**src/rtl/core/pai_pkg.sv**
```systemverilog
// ----------------------------------------------------------------------------
// pai_pkg
// Types, breakpoint tables and codes for the particulate matter AQI block.
// ----------------------------------------------------------------------------
`default_nettype none

package pai_pkg;

	localparam int unsigned CONC_W = 16;
	localparam int unsigned AQI_W = 9;
	localparam int unsigned LVL_W = 3;
	localparam int unsigned DOM_W = 2;
	localparam int unsigned SEG_N = 6;
	localparam int unsigned SEG_W = $clog2(SEG_N);
	// widest segment span (fine, top segment) is 2495
	localparam int unsigned DIFF_W = 12;
	// slope fraction bits: 2^FRAC_W exceeds 2 * span * span for every segment
	localparam int unsigned FRAC_W = 24;
	localparam int unsigned MUL_W = FRAC_W + 1;
	localparam int unsigned PROD_W = DIFF_W + MUL_W;
	// largest rise within a segment is 199
	localparam int unsigned RISE_W = 8;

	localparam logic [AQI_W-1:0] AQI_MAX = AQI_W'(500);

	localparam logic [AQI_W-1:0] LIM_GOOD = AQI_W'(50);
	localparam logic [AQI_W-1:0] LIM_MODERATE = AQI_W'(100);
	localparam logic [AQI_W-1:0] LIM_SENSITIVE = AQI_W'(150);
	localparam logic [AQI_W-1:0] LIM_UNHEALTHY = AQI_W'(200);
	localparam logic [AQI_W-1:0] LIM_VERY_UNHEALTHY = AQI_W'(300);

	localparam logic [LVL_W-1:0] LVL_GOOD = 3'd0;
	localparam logic [LVL_W-1:0] LVL_MODERATE = 3'd1;
	localparam logic [LVL_W-1:0] LVL_SENSITIVE = 3'd2;
	localparam logic [LVL_W-1:0] LVL_UNHEALTHY = 3'd3;
	localparam logic [LVL_W-1:0] LVL_VERY_UNHEALTHY = 3'd4;
	localparam logic [LVL_W-1:0] LVL_HAZARDOUS = 3'd5;

	localparam logic [DOM_W-1:0] DOM_NONE = 2'd0;
	localparam logic [DOM_W-1:0] DOM_FINE = 2'd1;
	localparam logic [DOM_W-1:0] DOM_COARSE = 2'd2;

	typedef struct packed {
		logic              pm25_valid;
		logic [CONC_W-1:0] pm25_tenths;
		logic              pm10_valid;
		logic [CONC_W-1:0] pm10_whole;
	} in_t;

	typedef struct packed {
		logic             aqi_valid;
		logic [AQI_W-1:0] aqi_overall;
		logic [LVL_W-1:0] aqi_level;
		logic [DOM_W-1:0] dominant;
		logic             fine_sub_valid;
		logic [AQI_W-1:0] fine_subindex;
		logic             coarse_sub_valid;
		logic [AQI_W-1:0] coarse_subindex;
	} out_t;

	// slope is ceil(rise * 2^FRAC_W / span)
	typedef struct packed {
		logic [CONC_W-1:0] c_lo;
		logic [CONC_W-1:0] c_hi;
		logic [AQI_W-1:0]  i_lo;
		logic [MUL_W-1:0]  slope;
	} seg_t;

	typedef seg_t [0:SEG_N-1] seg_tab_t;

	// pm2.5 in tenths of ug/m3
	localparam seg_tab_t FINE_TAB = '{
		0: '{c_lo: 16'd0, c_hi: 16'd120, i_lo: 9'd0,
			slope: MUL_W'(((64'd50 << FRAC_W) + 64'd119) / 64'd120)},
		1: '{c_lo: 16'd121, c_hi: 16'd354, i_lo: 9'd51,
			slope: MUL_W'(((64'd49 << FRAC_W) + 64'd232) / 64'd233)},
		2: '{c_lo: 16'd355, c_hi: 16'd554, i_lo: 9'd101,
			slope: MUL_W'(((64'd49 << FRAC_W) + 64'd198) / 64'd199)},
		3: '{c_lo: 16'd555, c_hi: 16'd1504, i_lo: 9'd151,
			slope: MUL_W'(((64'd49 << FRAC_W) + 64'd948) / 64'd949)},
		4: '{c_lo: 16'd1505, c_hi: 16'd2504, i_lo: 9'd201,
			slope: MUL_W'(((64'd99 << FRAC_W) + 64'd998) / 64'd999)},
		5: '{c_lo: 16'd2505, c_hi: 16'd5000, i_lo: 9'd301,
			slope: MUL_W'(((64'd199 << FRAC_W) + 64'd2494) / 64'd2495)}
	};

	// pm10 in whole ug/m3
	localparam seg_tab_t COARSE_TAB = '{
		0: '{c_lo: 16'd0, c_hi: 16'd54, i_lo: 9'd0,
			slope: MUL_W'(((64'd50 << FRAC_W) + 64'd53) / 64'd54)},
		1: '{c_lo: 16'd55, c_hi: 16'd154, i_lo: 9'd51,
			slope: MUL_W'(((64'd49 << FRAC_W) + 64'd98) / 64'd99)},
		2: '{c_lo: 16'd155, c_hi: 16'd254, i_lo: 9'd101,
			slope: MUL_W'(((64'd49 << FRAC_W) + 64'd98) / 64'd99)},
		3: '{c_lo: 16'd255, c_hi: 16'd354, i_lo: 9'd151,
			slope: MUL_W'(((64'd49 << FRAC_W) + 64'd98) / 64'd99)},
		4: '{c_lo: 16'd355, c_hi: 16'd424, i_lo: 9'd201,
			slope: MUL_W'(((64'd99 << FRAC_W) + 64'd68) / 64'd69)},
		5: '{c_lo: 16'd425, c_hi: 16'd604, i_lo: 9'd301,
			slope: MUL_W'(((64'd199 << FRAC_W) + 64'd178) / 64'd179)}
	};

endpackage

`default_nettype wire

```
**src/rtl/core/pai_subindex.sv**
```systemverilog
// ----------------------------------------------------------------------------
// pai_subindex
// Breakpoint segment lookup and linear interpolation for one pollutant.
// ----------------------------------------------------------------------------
`default_nettype none

module pai_subindex (
	input  wire logic                         valid,
	input  wire logic [pai_pkg::CONC_W-1:0]   conc,
	input  wire pai_pkg::seg_tab_t            tab,
	output logic [pai_pkg::AQI_W-1:0]         subindex
);

	localparam logic [pai_pkg::PROD_W-1:0] ROUND_HALF =
		pai_pkg::PROD_W'(1) << (pai_pkg::FRAC_W - 1);

	logic [pai_pkg::SEG_W-1:0]  sel;
	logic                       above;
	logic [pai_pkg::DIFF_W-1:0] diff;
	logic [pai_pkg::PROD_W-1:0] prod;
	logic [pai_pkg::RISE_W-1:0] step;

	always_comb begin
		sel = '0;
		for (int k = pai_pkg::SEG_N - 1; k >= 0; k--) begin
			if (conc <= tab[k].c_hi) begin
				sel = pai_pkg::SEG_W'(k);
			end
		end
	end

	assign above = conc > tab[pai_pkg::SEG_N-1].c_hi;
	assign diff = pai_pkg::DIFF_W'(conc - tab[sel].c_lo);
	assign prod = pai_pkg::PROD_W'(diff) * pai_pkg::PROD_W'(tab[sel].slope) + ROUND_HALF;
	assign step = prod[pai_pkg::FRAC_W +: pai_pkg::RISE_W];

	always_comb begin
		if (!valid) begin
			subindex = '0;
		end else if (above) begin
			subindex = pai_pkg::AQI_MAX;
		end else begin
			subindex = tab[sel].i_lo + pai_pkg::AQI_W'(step);
		end
	end

endmodule

`default_nettype wire

```
**src/rtl/core/pm_aqi_index.sv**
```systemverilog
// ----------------------------------------------------------------------------
// pm_aqi_index
// Air quality index from one pm2.5 and one pm10 reading per request.
// ----------------------------------------------------------------------------
//  channel | signals                          | payload
//  in      | in_valid, in_ready, in_data      | pai_pkg::in_t
//  out     | out_valid, out_ready, out_data   | pai_pkg::out_t
//
//  one request per cycle while the input stage is empty or the result can move;
//  each accepted request goes to the input register _s1, then its result to the
//  result register _q; the segment lookup and slope multiply sit between the
//  two register stages
//  arst_n clears both valid flags; payload registers are not reset
//  a stalled result holds in the result register while the input register
//  still takes a request whenever the result moves or the stage is empty
// ----------------------------------------------------------------------------
`default_nettype none

module pm_aqi_index (
	input  wire logic          clk,
	input  wire logic          arst_n,
	input  wire logic          in_valid,
	output logic               in_ready,
	input  wire pai_pkg::in_t  in_data,
	output logic               out_valid,
	input  wire logic          out_ready,
	output pai_pkg::out_t      out_data
);

	logic                      vld_s1;
	pai_pkg::in_t              req_s1;
	logic                      out_vld_q;
	pai_pkg::out_t             res_q;
	logic                      adv;
	logic [pai_pkg::AQI_W-1:0] fine_sub;
	logic [pai_pkg::AQI_W-1:0] coarse_sub;
	pai_pkg::out_t             res;

	assign adv = !out_vld_q || out_ready;
	assign in_ready = !vld_s1 || adv;

	pai_subindex u_fine (
		.valid    (req_s1.pm25_valid),
		.conc     (req_s1.pm25_tenths),
		.tab      (pai_pkg::FINE_TAB),
		.subindex (fine_sub)
	);

	pai_subindex u_coarse (
		.valid    (req_s1.pm10_valid),
		.conc     (req_s1.pm10_whole),
		.tab      (pai_pkg::COARSE_TAB),
		.subindex (coarse_sub)
	);

	always_comb begin
		res = '0;
		res.fine_sub_valid = req_s1.pm25_valid;
		res.fine_subindex = fine_sub;
		res.coarse_sub_valid = req_s1.pm10_valid;
		res.coarse_subindex = coarse_sub;
		res.aqi_valid = req_s1.pm25_valid || req_s1.pm10_valid;
		if (req_s1.pm25_valid && (!req_s1.pm10_valid || fine_sub >= coarse_sub)) begin
			res.aqi_overall = fine_sub;
			res.dominant = pai_pkg::DOM_FINE;
		end else if (req_s1.pm10_valid) begin
			res.aqi_overall = coarse_sub;
			res.dominant = pai_pkg::DOM_COARSE;
		end else begin
			res.aqi_overall = '0;
			res.dominant = pai_pkg::DOM_NONE;
		end
		if (!res.aqi_valid) begin
			res.aqi_level = pai_pkg::LVL_GOOD;
		end else if (res.aqi_overall <= pai_pkg::LIM_GOOD) begin
			res.aqi_level = pai_pkg::LVL_GOOD;
		end else if (res.aqi_overall <= pai_pkg::LIM_MODERATE) begin
			res.aqi_level = pai_pkg::LVL_MODERATE;
		end else if (res.aqi_overall <= pai_pkg::LIM_SENSITIVE) begin
			res.aqi_level = pai_pkg::LVL_SENSITIVE;
		end else if (res.aqi_overall <= pai_pkg::LIM_UNHEALTHY) begin
			res.aqi_level = pai_pkg::LVL_UNHEALTHY;
		end else if (res.aqi_overall <= pai_pkg::LIM_VERY_UNHEALTHY) begin
			res.aqi_level = pai_pkg::LVL_VERY_UNHEALTHY;
		end else begin
			res.aqi_level = pai_pkg::LVL_HAZARDOUS;
		end
	end

	always_ff @(posedge clk or negedge arst_n) begin
		if (!arst_n) begin
			vld_s1 <= 1'b0;
			out_vld_q <= 1'b0;
		end else begin
			if (in_ready) begin
				vld_s1 <= in_valid;
			end
			if (adv) begin
				out_vld_q <= vld_s1;
			end
		end
	end

	always_ff @(posedge clk) begin
		if (in_ready && in_valid) begin
			req_s1 <= in_data;
		end
		if (adv && vld_s1) begin
			res_q <= res;
		end
	end

	assign out_valid = out_vld_q;
	assign out_data = res_q;

endmodule

`default_nettype wire

```
**config.mk**
```make
export PLATFORM = sky130hd
export DESIGN_NAME = pm_aqi_index
export DESIGN_NICKNAME = d
export VERILOG_FILES = /design/src/rtl/core/pai_pkg.sv /design/src/rtl/core/pai_subindex.sv /design/src/rtl/core/pm_aqi_index.sv
export SDC_FILE = /design/constraint.sdc
export NUM_CORES = 1
export LEC_CHECK = 0
export ABC_AREA = 1
export BUFFER_PORTS_ARGS = -buffer_cell sky130_fd_sc_hd__buf_2
export CAP_MARGIN = 15
export CORE_ASPECT_RATIO = 2
export CORE_MARGIN = 2
export CORE_UTILIZATION = 65
export DETAILED_ROUTE_END_ITERATION = 8
export PLACE_DENSITY = 0.86
export SETUP_SLACK_MARGIN = 0.1
export SYNTH_ARGS = -nofsm -noshare
export SYNTH_HDL_FRONTEND = slang
export SYNTH_SLANG_ARGS = --single-unit
```
**constraint.sdc**
```tcl
create_clock -name clk -period 26.9 [get_ports clk]
set_clock_uncertainty 0.1 [all_clocks]
set_input_delay 0 -clock clk [delete_from_list [all_inputs] [get_ports clk]]
set_output_delay 0 -clock clk [all_outputs]
set_load 0.03 [all_outputs]
```
==> implementation parameters, run 1 <==
Parameter                              Value

Outcome
  Status    did not finish
  Stage where the flow stopped    global routing
  First Error    [ERROR GRT-0116] Global routing finished with congestion. Check the congestion regions in the DRC Viewer.

Yosys
  Number of distinct standard cells referenced by the synthesized netlist    slightly above 60
  Area contributors post-synth    sky130_fd_sc_hd__fa_1 40%, sky130_fd_sc_hd__inv_1 12%, sky130_fd_sc_hd__ha_1 12%
  Async SR Flop Fraction    0.0282
  Largest area contributor in the netlist    sky130_fd_sc_hd__fa_1
  Synth Register Bits    71
  Syn Std Cell Area    between 0.02 and 0.025 mm^2
  Top_reg_cell synth    sky130_fd_sc_hd__edfxtp_1
  Per-instance average area after synthesis    8.27 um^2
  Leading post-synthesis cells by instance count    719 x sky130_fd_sc_hd__inv_1, 455 x sky130_fd_sc_hd__nand2_1, 430 x sky130_fd_sc_hd__fa_1
  Yosys warning total    0
  Yosys top cell area share    0.395
  Net count after synthesis    3312
  Synthesized instance count    2634
  Share of the yosys chip area belonging to registers    0.0974
  EDFF count, synth    69
  Most used standard cell by instance count after synthesis    sky130_fd_sc_hd__inv_1

Clocking
  Buffers from clock root to sink, at most    2
  Number of clock buffers inserted by TritonCTS    9
  H-tree lvl count    3
  # clock sinks    71
  Number of cells upsized or downsized after cts    0
  Root Buffer Master    sky130_fd_sc_hd__clkbuf_16
  Post-CTS setup buffers    0
  Cts-stage hold buffer count    40

Global route
  Via count of the first global-routing pass    about 23000
  Grt ovf    15
  Largest net degree at the start of global routing    36
  Gr usage total    0.555
  Global-route wire length before repair    approximately 140000 um

Die
  Num ports    75
  Die Y-Extent    roughly 260 um
  Site row count    94
  Initial Utilization    0.662
  Die Span X    133 um

Placed design
  Routability Congestion    1.15
  Number of buffers inserted by port buffering    74
  HPWL after DPL    70600 um
  Post-DP Area    0.0226 mm^2
  Placed instance count    between 3000 and 4000
## layer usage
layer	track usage	GRT overflow
met5	0.0185	0
met4	0.695	7
met3	0.233	0
met2	0.863	8
met1	0.470	0
## cells by family after synthesis
group,synth area share
adders and majority gates,0.516
and+or+nand+nor,0.183
xor gates and xnor gates,0.0181
AOI/OAI and AO/OA,0.0474
DFF,0.0974
buffers and inverters,0.139
## through the flow
step	setup slack [ps]	hold slack, ps
floorplan	15400	-396
global placement	11530	-314
detailed placement	11610	-310
CTS	11490	241
==> run 2, diff against run 1 <==
- CORE_ASPECT_RATIO: 2 -> not set
- CORE_UTILIZATION: 65 -> 40
- PLACE_DENSITY: 0.86 -> not set
- PLACE_DENSITY_LB_ADDON: not set -> 0.15
- SETUP_SLACK_MARGIN: 0.1 -> not set
==> implementation parameters, run 2 <==
Parameter                              Value

STA
  Max-Slew Margin vs Limit    0.268
  Number of endpoints with negative hold slack in the final report    0
  Max-slew violation count    0
  Tmin final    15020 ps
  Tcrit/Tclk final    0.558
  Maximum clock frequency    0.0666 GHz
  Number of failing setup endpoints in the final timing report    0
  RSZ-0062 raised after global routing    false
  PnR worst setup slack    11880 ps
  Tightest Pin Transition    between 1000 and 1500 ps
  Final total negative setup slack    0 ps
  Final Hold Slack    271 ps

Die
  Num ports    75 (unchanged)
  Area of the core    0.0538 mm^2
  Full die area    between 0.05 and 0.06 mm^2
  Initial Utilization    0.405 (-0.257)
  Site row count    85 (-9.6%)
  Die Y-Extent    237 um (-9.7%)
  Die Span X    237 um (+78%)

Cells and area
  Most frequent cells in the layout    719 x sky130_fd_sc_hd__inv_1, 455 x sky130_fd_sc_hd__nand2_1, 430 x sky130_fd_sc_hd__fa_1
  Non-filler instance count after layout    3435
  Final layout net count    3412
  Layout Area Growth over Synthesis    8.69%
  Max FFs per register    35
  Total inserted antenna cells    0
  Fraction of final layout cells sized beyond drive strength 1    0.0792
  Most frequent standard cell in the layout excluding fill and tap cells    sky130_fd_sc_hd__inv_1

Placed design
  Placed instance count    3379 (+8.4%)
  Number of buffers inserted by port buffering    74 (unchanged)
  Minimum setup slack after placement    12140 ps (+538 ps)
  HPWL after DPL    58100 um (-18%)
  Routability Congestion    0.979 (-15%)

Routing
  First DRT Iteration DRCs    1062
  Pre-antenna DRT Iters    7
  WL final    between 60000 and 70000 um
  Antenna viol nets, final    0
  Routed wire length per instance    19.2 um
  Post-DR vias/cell    4.97
  Drc violations    0
  Via total after detailed routing    17064

Clocking
  Post-CTS setup buffers    0 (unchanged)
  Later-pin clock latency in the skew report    340 ps
  Number of cells upsized or downsized after cts    0 (unchanged)
  Clock tree from TritonCTS    yes
  Root Buffer Master    sky130_fd_sc_hd__clkbuf_16
  Cts-stage hold buffer count    40 (unchanged)
  Clock transition at the registers of the reported paths    70 ps
  Buffers from clock root to sink, at most    2 (unchanged)
  H-tree lvl count    3 (unchanged)
  # clock sinks    71 (unchanged)
  Number of clock buffers inserted by TritonCTS    9 (unchanged)

Global route
  Gr usage total    0.245
  Grt ovf    0
  Via count of the first global-routing pass    between 15000 and 20000
  Global-route wire length before repair    around 110000 um
  Largest net degree at the start of global routing    36
  Initial antenna violation count    0

Critical path
  Slowest cell delay on critical path    about 660 ps
  Data arrival at the endpoint of the critical path    15010 ps
  Critical path class    flop to flop
  Crit path launch type    flop
  Most prevalent standard cell on the critical path    sky130_fd_sc_hd__nand2_1
  Required arrival time at the worst endpoint    26890 ps
  Worst path slowest cell    sky130_fd_sc_hd__xor2_1
  Peak fanout along the critical path    20
  Sort of element at the end of the critical path    flop

Yosys
  Synthesized instance count    2634 (unchanged)
  Synth Area in Simple Gates    0.183 (unchanged)
  Share of the synthesized netlist area taken by xor and xnor gates    0.0181 (unchanged)
  Per-instance average area after synthesis    8.27 um^2 (unchanged)
  Yosys warning total    0 (unchanged)
  Combinational family with the most area after synthesis    adder cells
  Largest area contributor in the netlist    sky130_fd_sc_hd__fa_1
  Post-Synth Adder-Cell Area    0.516 (unchanged)
  Synth Register Bits    71 (unchanged)
  EDFF count, synth    69 (unchanged)
  Syn Std Cell Area    0.0218 mm^2 (unchanged)
  Post-synthesis compound-gate area fraction    0.0474 (unchanged)
  Share of the yosys chip area belonging to registers    0.0974 (unchanged)
  Net count after synthesis    3312 (unchanged)
  Area contributors post-synth    sky130_fd_sc_hd__fa_1 40%, sky130_fd_sc_hd__inv_1 12%, sky130_fd_sc_hd__ha_1 12%
  Number of distinct standard cells referenced by the synthesized netlist    62 (unchanged)
  Yosys top cell area share    0.395 (unchanged)
  Top_reg_cell synth    sky130_fd_sc_hd__edfxtp_1
  Leading post-synthesis cells by instance count    719 x sky130_fd_sc_hd__inv_1, 455 x sky130_fd_sc_hd__nand2_1, 430 x sky130_fd_sc_hd__fa_1
  Fraction of synthesized area in multiplexers    0 (unchanged)
  Most used standard cell by instance count after synthesis    sky130_fd_sc_hd__inv_1
  Async SR Flop Fraction    0.0282 (unchanged)

Min path
  Type of the tightest min-delay check    input port to flop

Run
  Total of max-cap violations    0

Outcome
  Status    complete, no violations
==> run 2: cell counts after synthesis <==
Identical to the previous run, type by type.
==> run 2: through the flow <==
stage | cell area, um^2 | util
2_1_floorplan | 21800 | -
3_3_place_gp | 22900 | 0.426
3_5_place_dp | 22900 | 0.426
4_1_cts | 23700 | 0.440
5_1_grt | 23700 | 0.440
6_report | 23700 | 0.440
==> run 2: routing by layer <==
layer	global-route usage	vias to the layer above	routed length [um]	part of all wire
met5	0	-	0	0
li1	-	8025	-	-
met3	0.0164	99	2620	0.040
met1	0.324	8446	27900	0.42
met4	0.0715	0	2140	0.032
met2	0.433	494	33400	0.51
==> run 2: final timing paths <==
kind                            slack (ps)  cells after the start      endpoint   startpoint
max in group asynchronous            26160                      3     out_valid       arst_n
worst max-delay path                 11880                     65  out_data[22]    req_s1[7]
worst max register to register       11880                     65  out_data[22]    req_s1[7]
worst min register to register         410                      2     out_valid       vld_s1
worst min-delay path                   270                      2    req_s1[21]  in_data[21]
min in group asynchronous              420                      3        vld_s1       arst_n
==> run 2: cell type report <==
class | count | area, um^2
Clock inverter | 7 | 128
Inverter | 762 | 2860
Timing Repair Buffer | 121 | 823
Fill cell | 5549 | 30100
Clock buffer | 9 | 225
Tap cell | 696 | 871
Multi-Input combinational cell | 1769 | 16700
Sequential cell | 71 | 2120
==> run 2: cells by family (layout without fill, tap and decap cells) <==
| group | after synthesis | in the layout |
|---|---|---|
| flip-flops | 71 | 71 |
| adder cells (fa/ha/maj) | 640 | 640 |
| AND/OR/NAND/NOR | 913 | 913 |
| buffers and inverters | 794 | 899 |
| AO/OA/AOI/OAI | 174 | 174 |
| XOR/XNOR | 42 | 42 |
==> run 2: worst max-delay path: cells and delay by family (launching register included) <==
family	cells	cell delay, ps
DFF	1	480
and+or+nand+nor	28	4780
adders and majority gates	12	4760
xor gates and xnor gates	2	890
AOI/OAI and AO/OA	9	1430
buffers and inverters	14	2280
Power of run 2 is not shown: default switching activity piles up to over one toggle a cycle in this logic, so the estimate is an artifact.
==> run 3, diff against run 2 <==
- clock period: 26.9 -> 12.2 ns (I/O delays scaled with it)
==> implementation parameters, run 3 (synthesis results as in run 2) <==
Parameter                              Value

Clocking
  Root Buffer Master    sky130_fd_sc_hd__clkbuf_16
  Clock tree from TritonCTS    yes
  # clock sinks    71 (unchanged)
  Later-pin clock latency in the skew report    330 ps (about the same)
  Buffers from clock root to sink, at most    2 (unchanged)
  Number of clock buffers inserted by TritonCTS    9 (unchanged)
  H-tree lvl count    3 (unchanged)
  Clock transition at the registers of the reported paths    60 ps (about the same)

Min path
  Worst Min Path Start    in_data[8]
  Type of the tightest min-delay check    input port to flop

Die
  Site row count    85 (unchanged)
  Die Y-Extent    237 um (unchanged)
  Full die area    0.0564 mm^2 (unchanged)
  Initial Utilization    0.405 (unchanged)
  Die Span X    237 um (unchanged)
  Num ports    75 (unchanged)
  Area of the core    0.0538 mm^2 (unchanged)

Routing
  Antenna viol nets, final    0 (unchanged)
  Post-DR vias/cell    4.91 (-1.1%)
  Drc violations    0 (unchanged)
  First DRT Iteration DRCs    1098 (+3.4%)
  Pre-antenna DRT Iters    5 (-2)
  Via total after detailed routing    17543 (+2.8%)
  Routed wire length per instance    18.1 um (-5.8%)
  WL final    64700 um (-2.1%)

Placed design
  HPWL after DPL    56800 um (-2.2%)
  Routability Congestion    0.981 (+0.26%)
  Number of buffers inserted by port buffering    74 (unchanged)
  Post-DP Area    0.0236 mm^2 (+3.0%)
  Placed instance count    3472 (+2.8%)

Critical path
  Slowest cell delay on critical path    570 ps (-90 ps)
  Peak fanout along the critical path    6 (-70%)
  Required arrival time at the worst endpoint    12290 ps (-14600 ps)
  Critical path class    flop to flop
  Crit path launch type    flop
  Worst path slowest cell    sky130_fd_sc_hd__fa_1
  Kind of cell with the highest combined delay on the critical path    adder cells
  Most prevalent standard cell on the critical path    sky130_fd_sc_hd__nand2_1
  Sort of element at the end of the critical path    flop
  Critical Path Start    req_s1[20]
  Number of buffers and inverters on the critical path    10 (-4)
  Data arrival at the endpoint of the critical path    11580 ps (-3430 ps)
  Worst flop-to-flop path startpoint    req_s1[20]

Global route
  Largest net degree at the start of global routing    36 (unchanged)
  Global-route wire length before repair    103000 um (-3.3%)
  Initial antenna violation count    0 (unchanged)
  Grt ovf    0 (unchanged)
  Gr usage total    0.234 (-0.0105)
  Via count of the first global-routing pass    18260 (-1.4%)

Cells and area
  Most frequent standard cell in the layout excluding fill and tap cells    sky130_fd_sc_hd__inv_1
  Register area    0.00212 mm^2 (unchanged)
  Fraction of final layout cells sized beyond drive strength 1    0.156 (+0.0769)
  Fillcell total    5316 (-4.2%)
  Multi-input combinational cell area    0.0171 mm^2 (+2.7%)
  Layout Area Growth over Synthesis    15.4%
  Post-route cell area    0.0252 mm^2 (+6.2%)
  Non-filler instance count after layout    3572 (+4.0%)
  Total inserted antenna cells    0 (unchanged)
  Most frequent cells in the layout    716 x sky130_fd_sc_hd__inv_1, 445 x sky130_fd_sc_hd__nand2_1, 426 x sky130_fd_sc_hd__fa_1
  Max FFs per register    35 (unchanged)
  Final layout net count    3549 (+4.0%)

STA
  Maximum clock frequency    0.0870 GHz (+31%)
  Number of failing setup endpoints in the final timing report    0 (unchanged)
  Number of endpoints with negative hold slack in the final report    0 (unchanged)
  Tightest Pin Transition    1100 ps (-0.0783 ps)
  Max-slew violation count    0 (unchanged)
  Max-Slew Margin vs Limit    0.268 (about the same)
  Tmin final    11500 ps (-3520 ps)
  Tcrit/Tclk final    0.943 (+0.384)

Run
  Total of max-cap violations    0 (unchanged)

Outcome
  Status    complete, no violations
## run 3: cell types whose count changed in the layout (fill, tap and decap cells not counted), sizes merged
cell and delta:
clkbuf +3, bufinv -1, buf +136, dlygate4sd3 -1
clkinv -3, clkinvlp +3
## run 3: cell type report
class,instances,share of cell area
multi-input combinational,1769,0.680
inverter,762,0.114
sequential,71,0.0844
timing repair buffer,257,0.0737
tap,696,0.0346
clock buffer,11,0.00965
clock inverter,5,0.00323
timing repair inverter,1,0.000298
## run 3: through the flow
step	hold WS, ps	setup WS (ps)	TNS, ps	utilization
2_1_floorplan	-396	700	0	-
5_1_grt	280	-101	-101	0.467
3_3_place_gp	-315	-224	-391	0.439
3_5_place_dp	-312	-262	-548	0.439
4_1_cts	262	3.77	0	0.453
6_report	277	701	0	0.467
## run 3: worst reg2reg max path, delay by kind of cell, from the launching register on
| kind | cells | cell delay, ps |
|---|---|---|
| AOI/OAI and AO/OA | 8 | 1210 |
| xor gates and xnor gates | 1 | 190 |
| adders and majority gates | 11 | 4420 |
| buffers and inverters | 10 | 970 |
| DFF | 1 | 500 |
| and+or+nand+nor | 36 | 3970 |
## run 3: final timing paths
| kind | slack [ps] | end | depth (start not counted) |
|---|---|---|---|
| setup / recovery | 700 | out_data[22] | 66 |
| hold / removal | 280 | req_s1[8] | 2 |
| setup reg to reg | 700 | out_data[22] | 66 |
| hold reg to reg | 420 | out_valid | 2 |
| max in group asynchronous | 11460 | out_valid | 3 |
| min in group asynchronous | 420 | vld_s1 | 3 |
## run 3: timing repair
action                                  in CTS  in global routing
endpoints found under the hold margin       38                  0
cloned                                       0                  1
pin swaps                                    0                 39
setup buffers                                0                 44
hold buffers                                39                  0
gates resized for setup                      6                121
endpoints found under the setup margin       3                 14
## run 3: metal layers
metal,up-vias,routed length (um),track usage
li1,8295,-,-
met1,8680,28400,0.327
met2,495,32100,0.404
met3,73,2890,0.0178
met4,0,1340,0.0442
met5,-,0,0
Power of run 3 is left out for the same reason.
==> run 4, diff against run 3 <==
- PLACE_DENSITY_LB_ADDON: 0.15 -> not set
==> implementation parameters, run 4 (synthesis results as in run 2) <==
Parameter                              Value

Outcome
  Status    complete, no violations

Die
  Num ports    75 (unchanged)
  Die Span X    237 um (unchanged)
  Site row count    85 (unchanged)
  Die Y-Extent    237 um (unchanged)
  Full die area    0.0564 mm^2 (unchanged)
  Area of the core    0.0538 mm^2 (unchanged)
  Initial Utilization    0.405 (unchanged)

Critical path
  Required arrival time at the worst endpoint    12290 ps (about the same)
  Crit path launch type    flop
  Data arrival at the endpoint of the critical path    11620 ps (+40 ps)
  Slowest cell delay on critical path    580 ps (about the same)
  Worst path slowest cell    sky130_fd_sc_hd__fa_1
  Peak fanout along the critical path    5 (-1)
  Most prevalent standard cell on the critical path    sky130_fd_sc_hd__nand2_1
  Sort of element at the end of the critical path    flop
  Critical path class    flop to flop

Placed design
  Placed instance count    3485 (+0.37%)
  Routability Congestion    1.02 (+3.7%)
  Number of buffers inserted by port buffering    74 (unchanged)
  Post-DP Area    0.0237 mm^2 (+0.41%)
  HPWL after DPL    55500 um (-2.3%)

Run
  Total of max-cap violations    0 (unchanged)

Global route
  Global-route wire length before repair    102000 um (-0.22%)
  Via count of the first global-routing pass    18863 (+3.3%)
  Gr usage total    0.234 (-0.000313)
  Largest net degree at the start of global routing    36 (unchanged)
  Grt ovf    0 (unchanged)
  Initial antenna violation count    0 (unchanged)

Clocking
  Later-pin clock latency in the skew report    340 ps (about the same)
  # clock sinks    71 (unchanged)
  Clock tree from TritonCTS    yes
  Root Buffer Master    sky130_fd_sc_hd__clkbuf_16
  Number of clock buffers inserted by TritonCTS    9 (unchanged)
  Buffers from clock root to sink, at most    2 (unchanged)
  Clock transition at the registers of the reported paths    60 ps (about the same)
  H-tree lvl count    3 (unchanged)

Cells and area
  Fraction of final layout cells sized beyond drive strength 1    0.149 (-0.00729)
  Non-filler instance count after layout    3565 (-0.20%)
  Post-route cell area    0.0250 mm^2 (-0.67%)
  Max FFs per register    35 (unchanged)
  Most frequent cells in the layout    714 x sky130_fd_sc_hd__inv_1, 446 x sky130_fd_sc_hd__nand2_1, 426 x sky130_fd_sc_hd__fa_1
  Layout Area Growth over Synthesis    14.7%
  Total inserted antenna cells    0 (unchanged)
  Fin util    0.464 (-0.00311)
  Final layout net count    3542 (-0.20%)
  Most frequent standard cell in the layout excluding fill and tap cells    sky130_fd_sc_hd__inv_1

Routing
  Drc violations    0 (unchanged)
  WL final    64100 um (-0.97%)
  Via total after detailed routing    17818 (+1.6%)
  Antenna viol nets, final    0 (unchanged)
  Pre-antenna DRT Iters    5 (unchanged)
  Routed wire length per instance    18.0 um (-0.77%)
  Post-DR vias/cell    5.00 (+1.8%)
  First DRT Iteration DRCs    1032 (-6.0%)

STA
  Number of endpoints with negative hold slack in the final report    0 (unchanged)
  Final Hold Slack    267 ps (-9.97 ps)
  Tmin final    11530 ps (+33.5 ps)
  Max-slew violation count    0 (unchanged)
  Maximum clock frequency    0.0867 GHz (-0.29%)
  Tcrit/Tclk final    0.945 (+0.00275)
  Tightest Pin Transition    1100 ps (+8.08 ps)
  Max-Slew Margin vs Limit    0.262 (-0.00540)
  Number of failing setup endpoints in the final timing report    0 (unchanged)

Min path
  Type of the tightest min-delay check    input port to flop
## run 4: cell count changes in the layout (fill, tap and decap cells not counted), moves of 4 or more
cell,previous run,this run
sky130_fd_sc_hd__nor2_1,226,230
sky130_fd_sc_hd__nor2_2,36,30
sky130_fd_sc_hd__ha_1,193,197
sky130_fd_sc_hd__ha_2,11,7
## run 4: cell type report
class / instances / area, um^2
Inverter: 762 / 2870
Clock buffer: 11 / 233
Fill cell: 5369 / 28800
Sequential cell: 71 / 2120
Multi-Input combinational cell: 1769 / 17100
Timing Repair Buffer: 251 / 1800
Tap cell: 696 / 871
Clock inverter: 5 / 25.0
## run 4: stage by stage
stage / setup TNS [ps] / setup slack (ps)
after detailed placement: -565 / -233
final: 0 / 668
after floorplan: 0 / 700
after CTS: 0 / 10.8
after global placement: -578 / -240
after global routing: -107 / -64.1
## run 4: timing repair
item	CTS	global route
endpoints found under the hold margin	38	0
pin swaps	0	23
setup endpoints to repair	3	14
gates cloned	0	0
resized for setup	6	107
setup buffers	1	24
hold buffers	39	0
## run 4: per-layer routing
| layer | vias up | wire (um) | track usage |
|---|---|---|---|
| met2 | 635 | 30400 | 0.385 |
| li1 | 8289 | - | - |
| met5 | - | 0 | 0 |
| met1 | 8758 | 27000 | 0.309 |
| met3 | 136 | 4050 | 0.0429 |
| met4 | 0 | 2560 | 0.0863 |
## run 4: worst paths after layout
path | from | end | slack (ps) | cells after the start
min | in_data[9] | req_s1[9] | 270 | 2
min reg2reg | vld_s1 | out_valid | 420 | 2
max in group asynchronous | arst_n | vld_s1 | 11450 | 3
max reg2reg | req_s1[2] | out_data[22] | 670 | 78
min in group asynchronous | arst_n | out_valid | 430 | 3
max | req_s1[2] | out_data[22] | 670 | 78
## run 4: critical path: cells and delay by family (launching register included)
kind	cells	cell delay, ps
adders and majority gates	11	4500
xor gates and xnor gates	1	280
buffers and inverters	16	1350
DFF	1	450
AOI/OAI and AO/OA	7	990
and+or+nand+nor	43	3720
Power of run 4 is left out for the same reason.
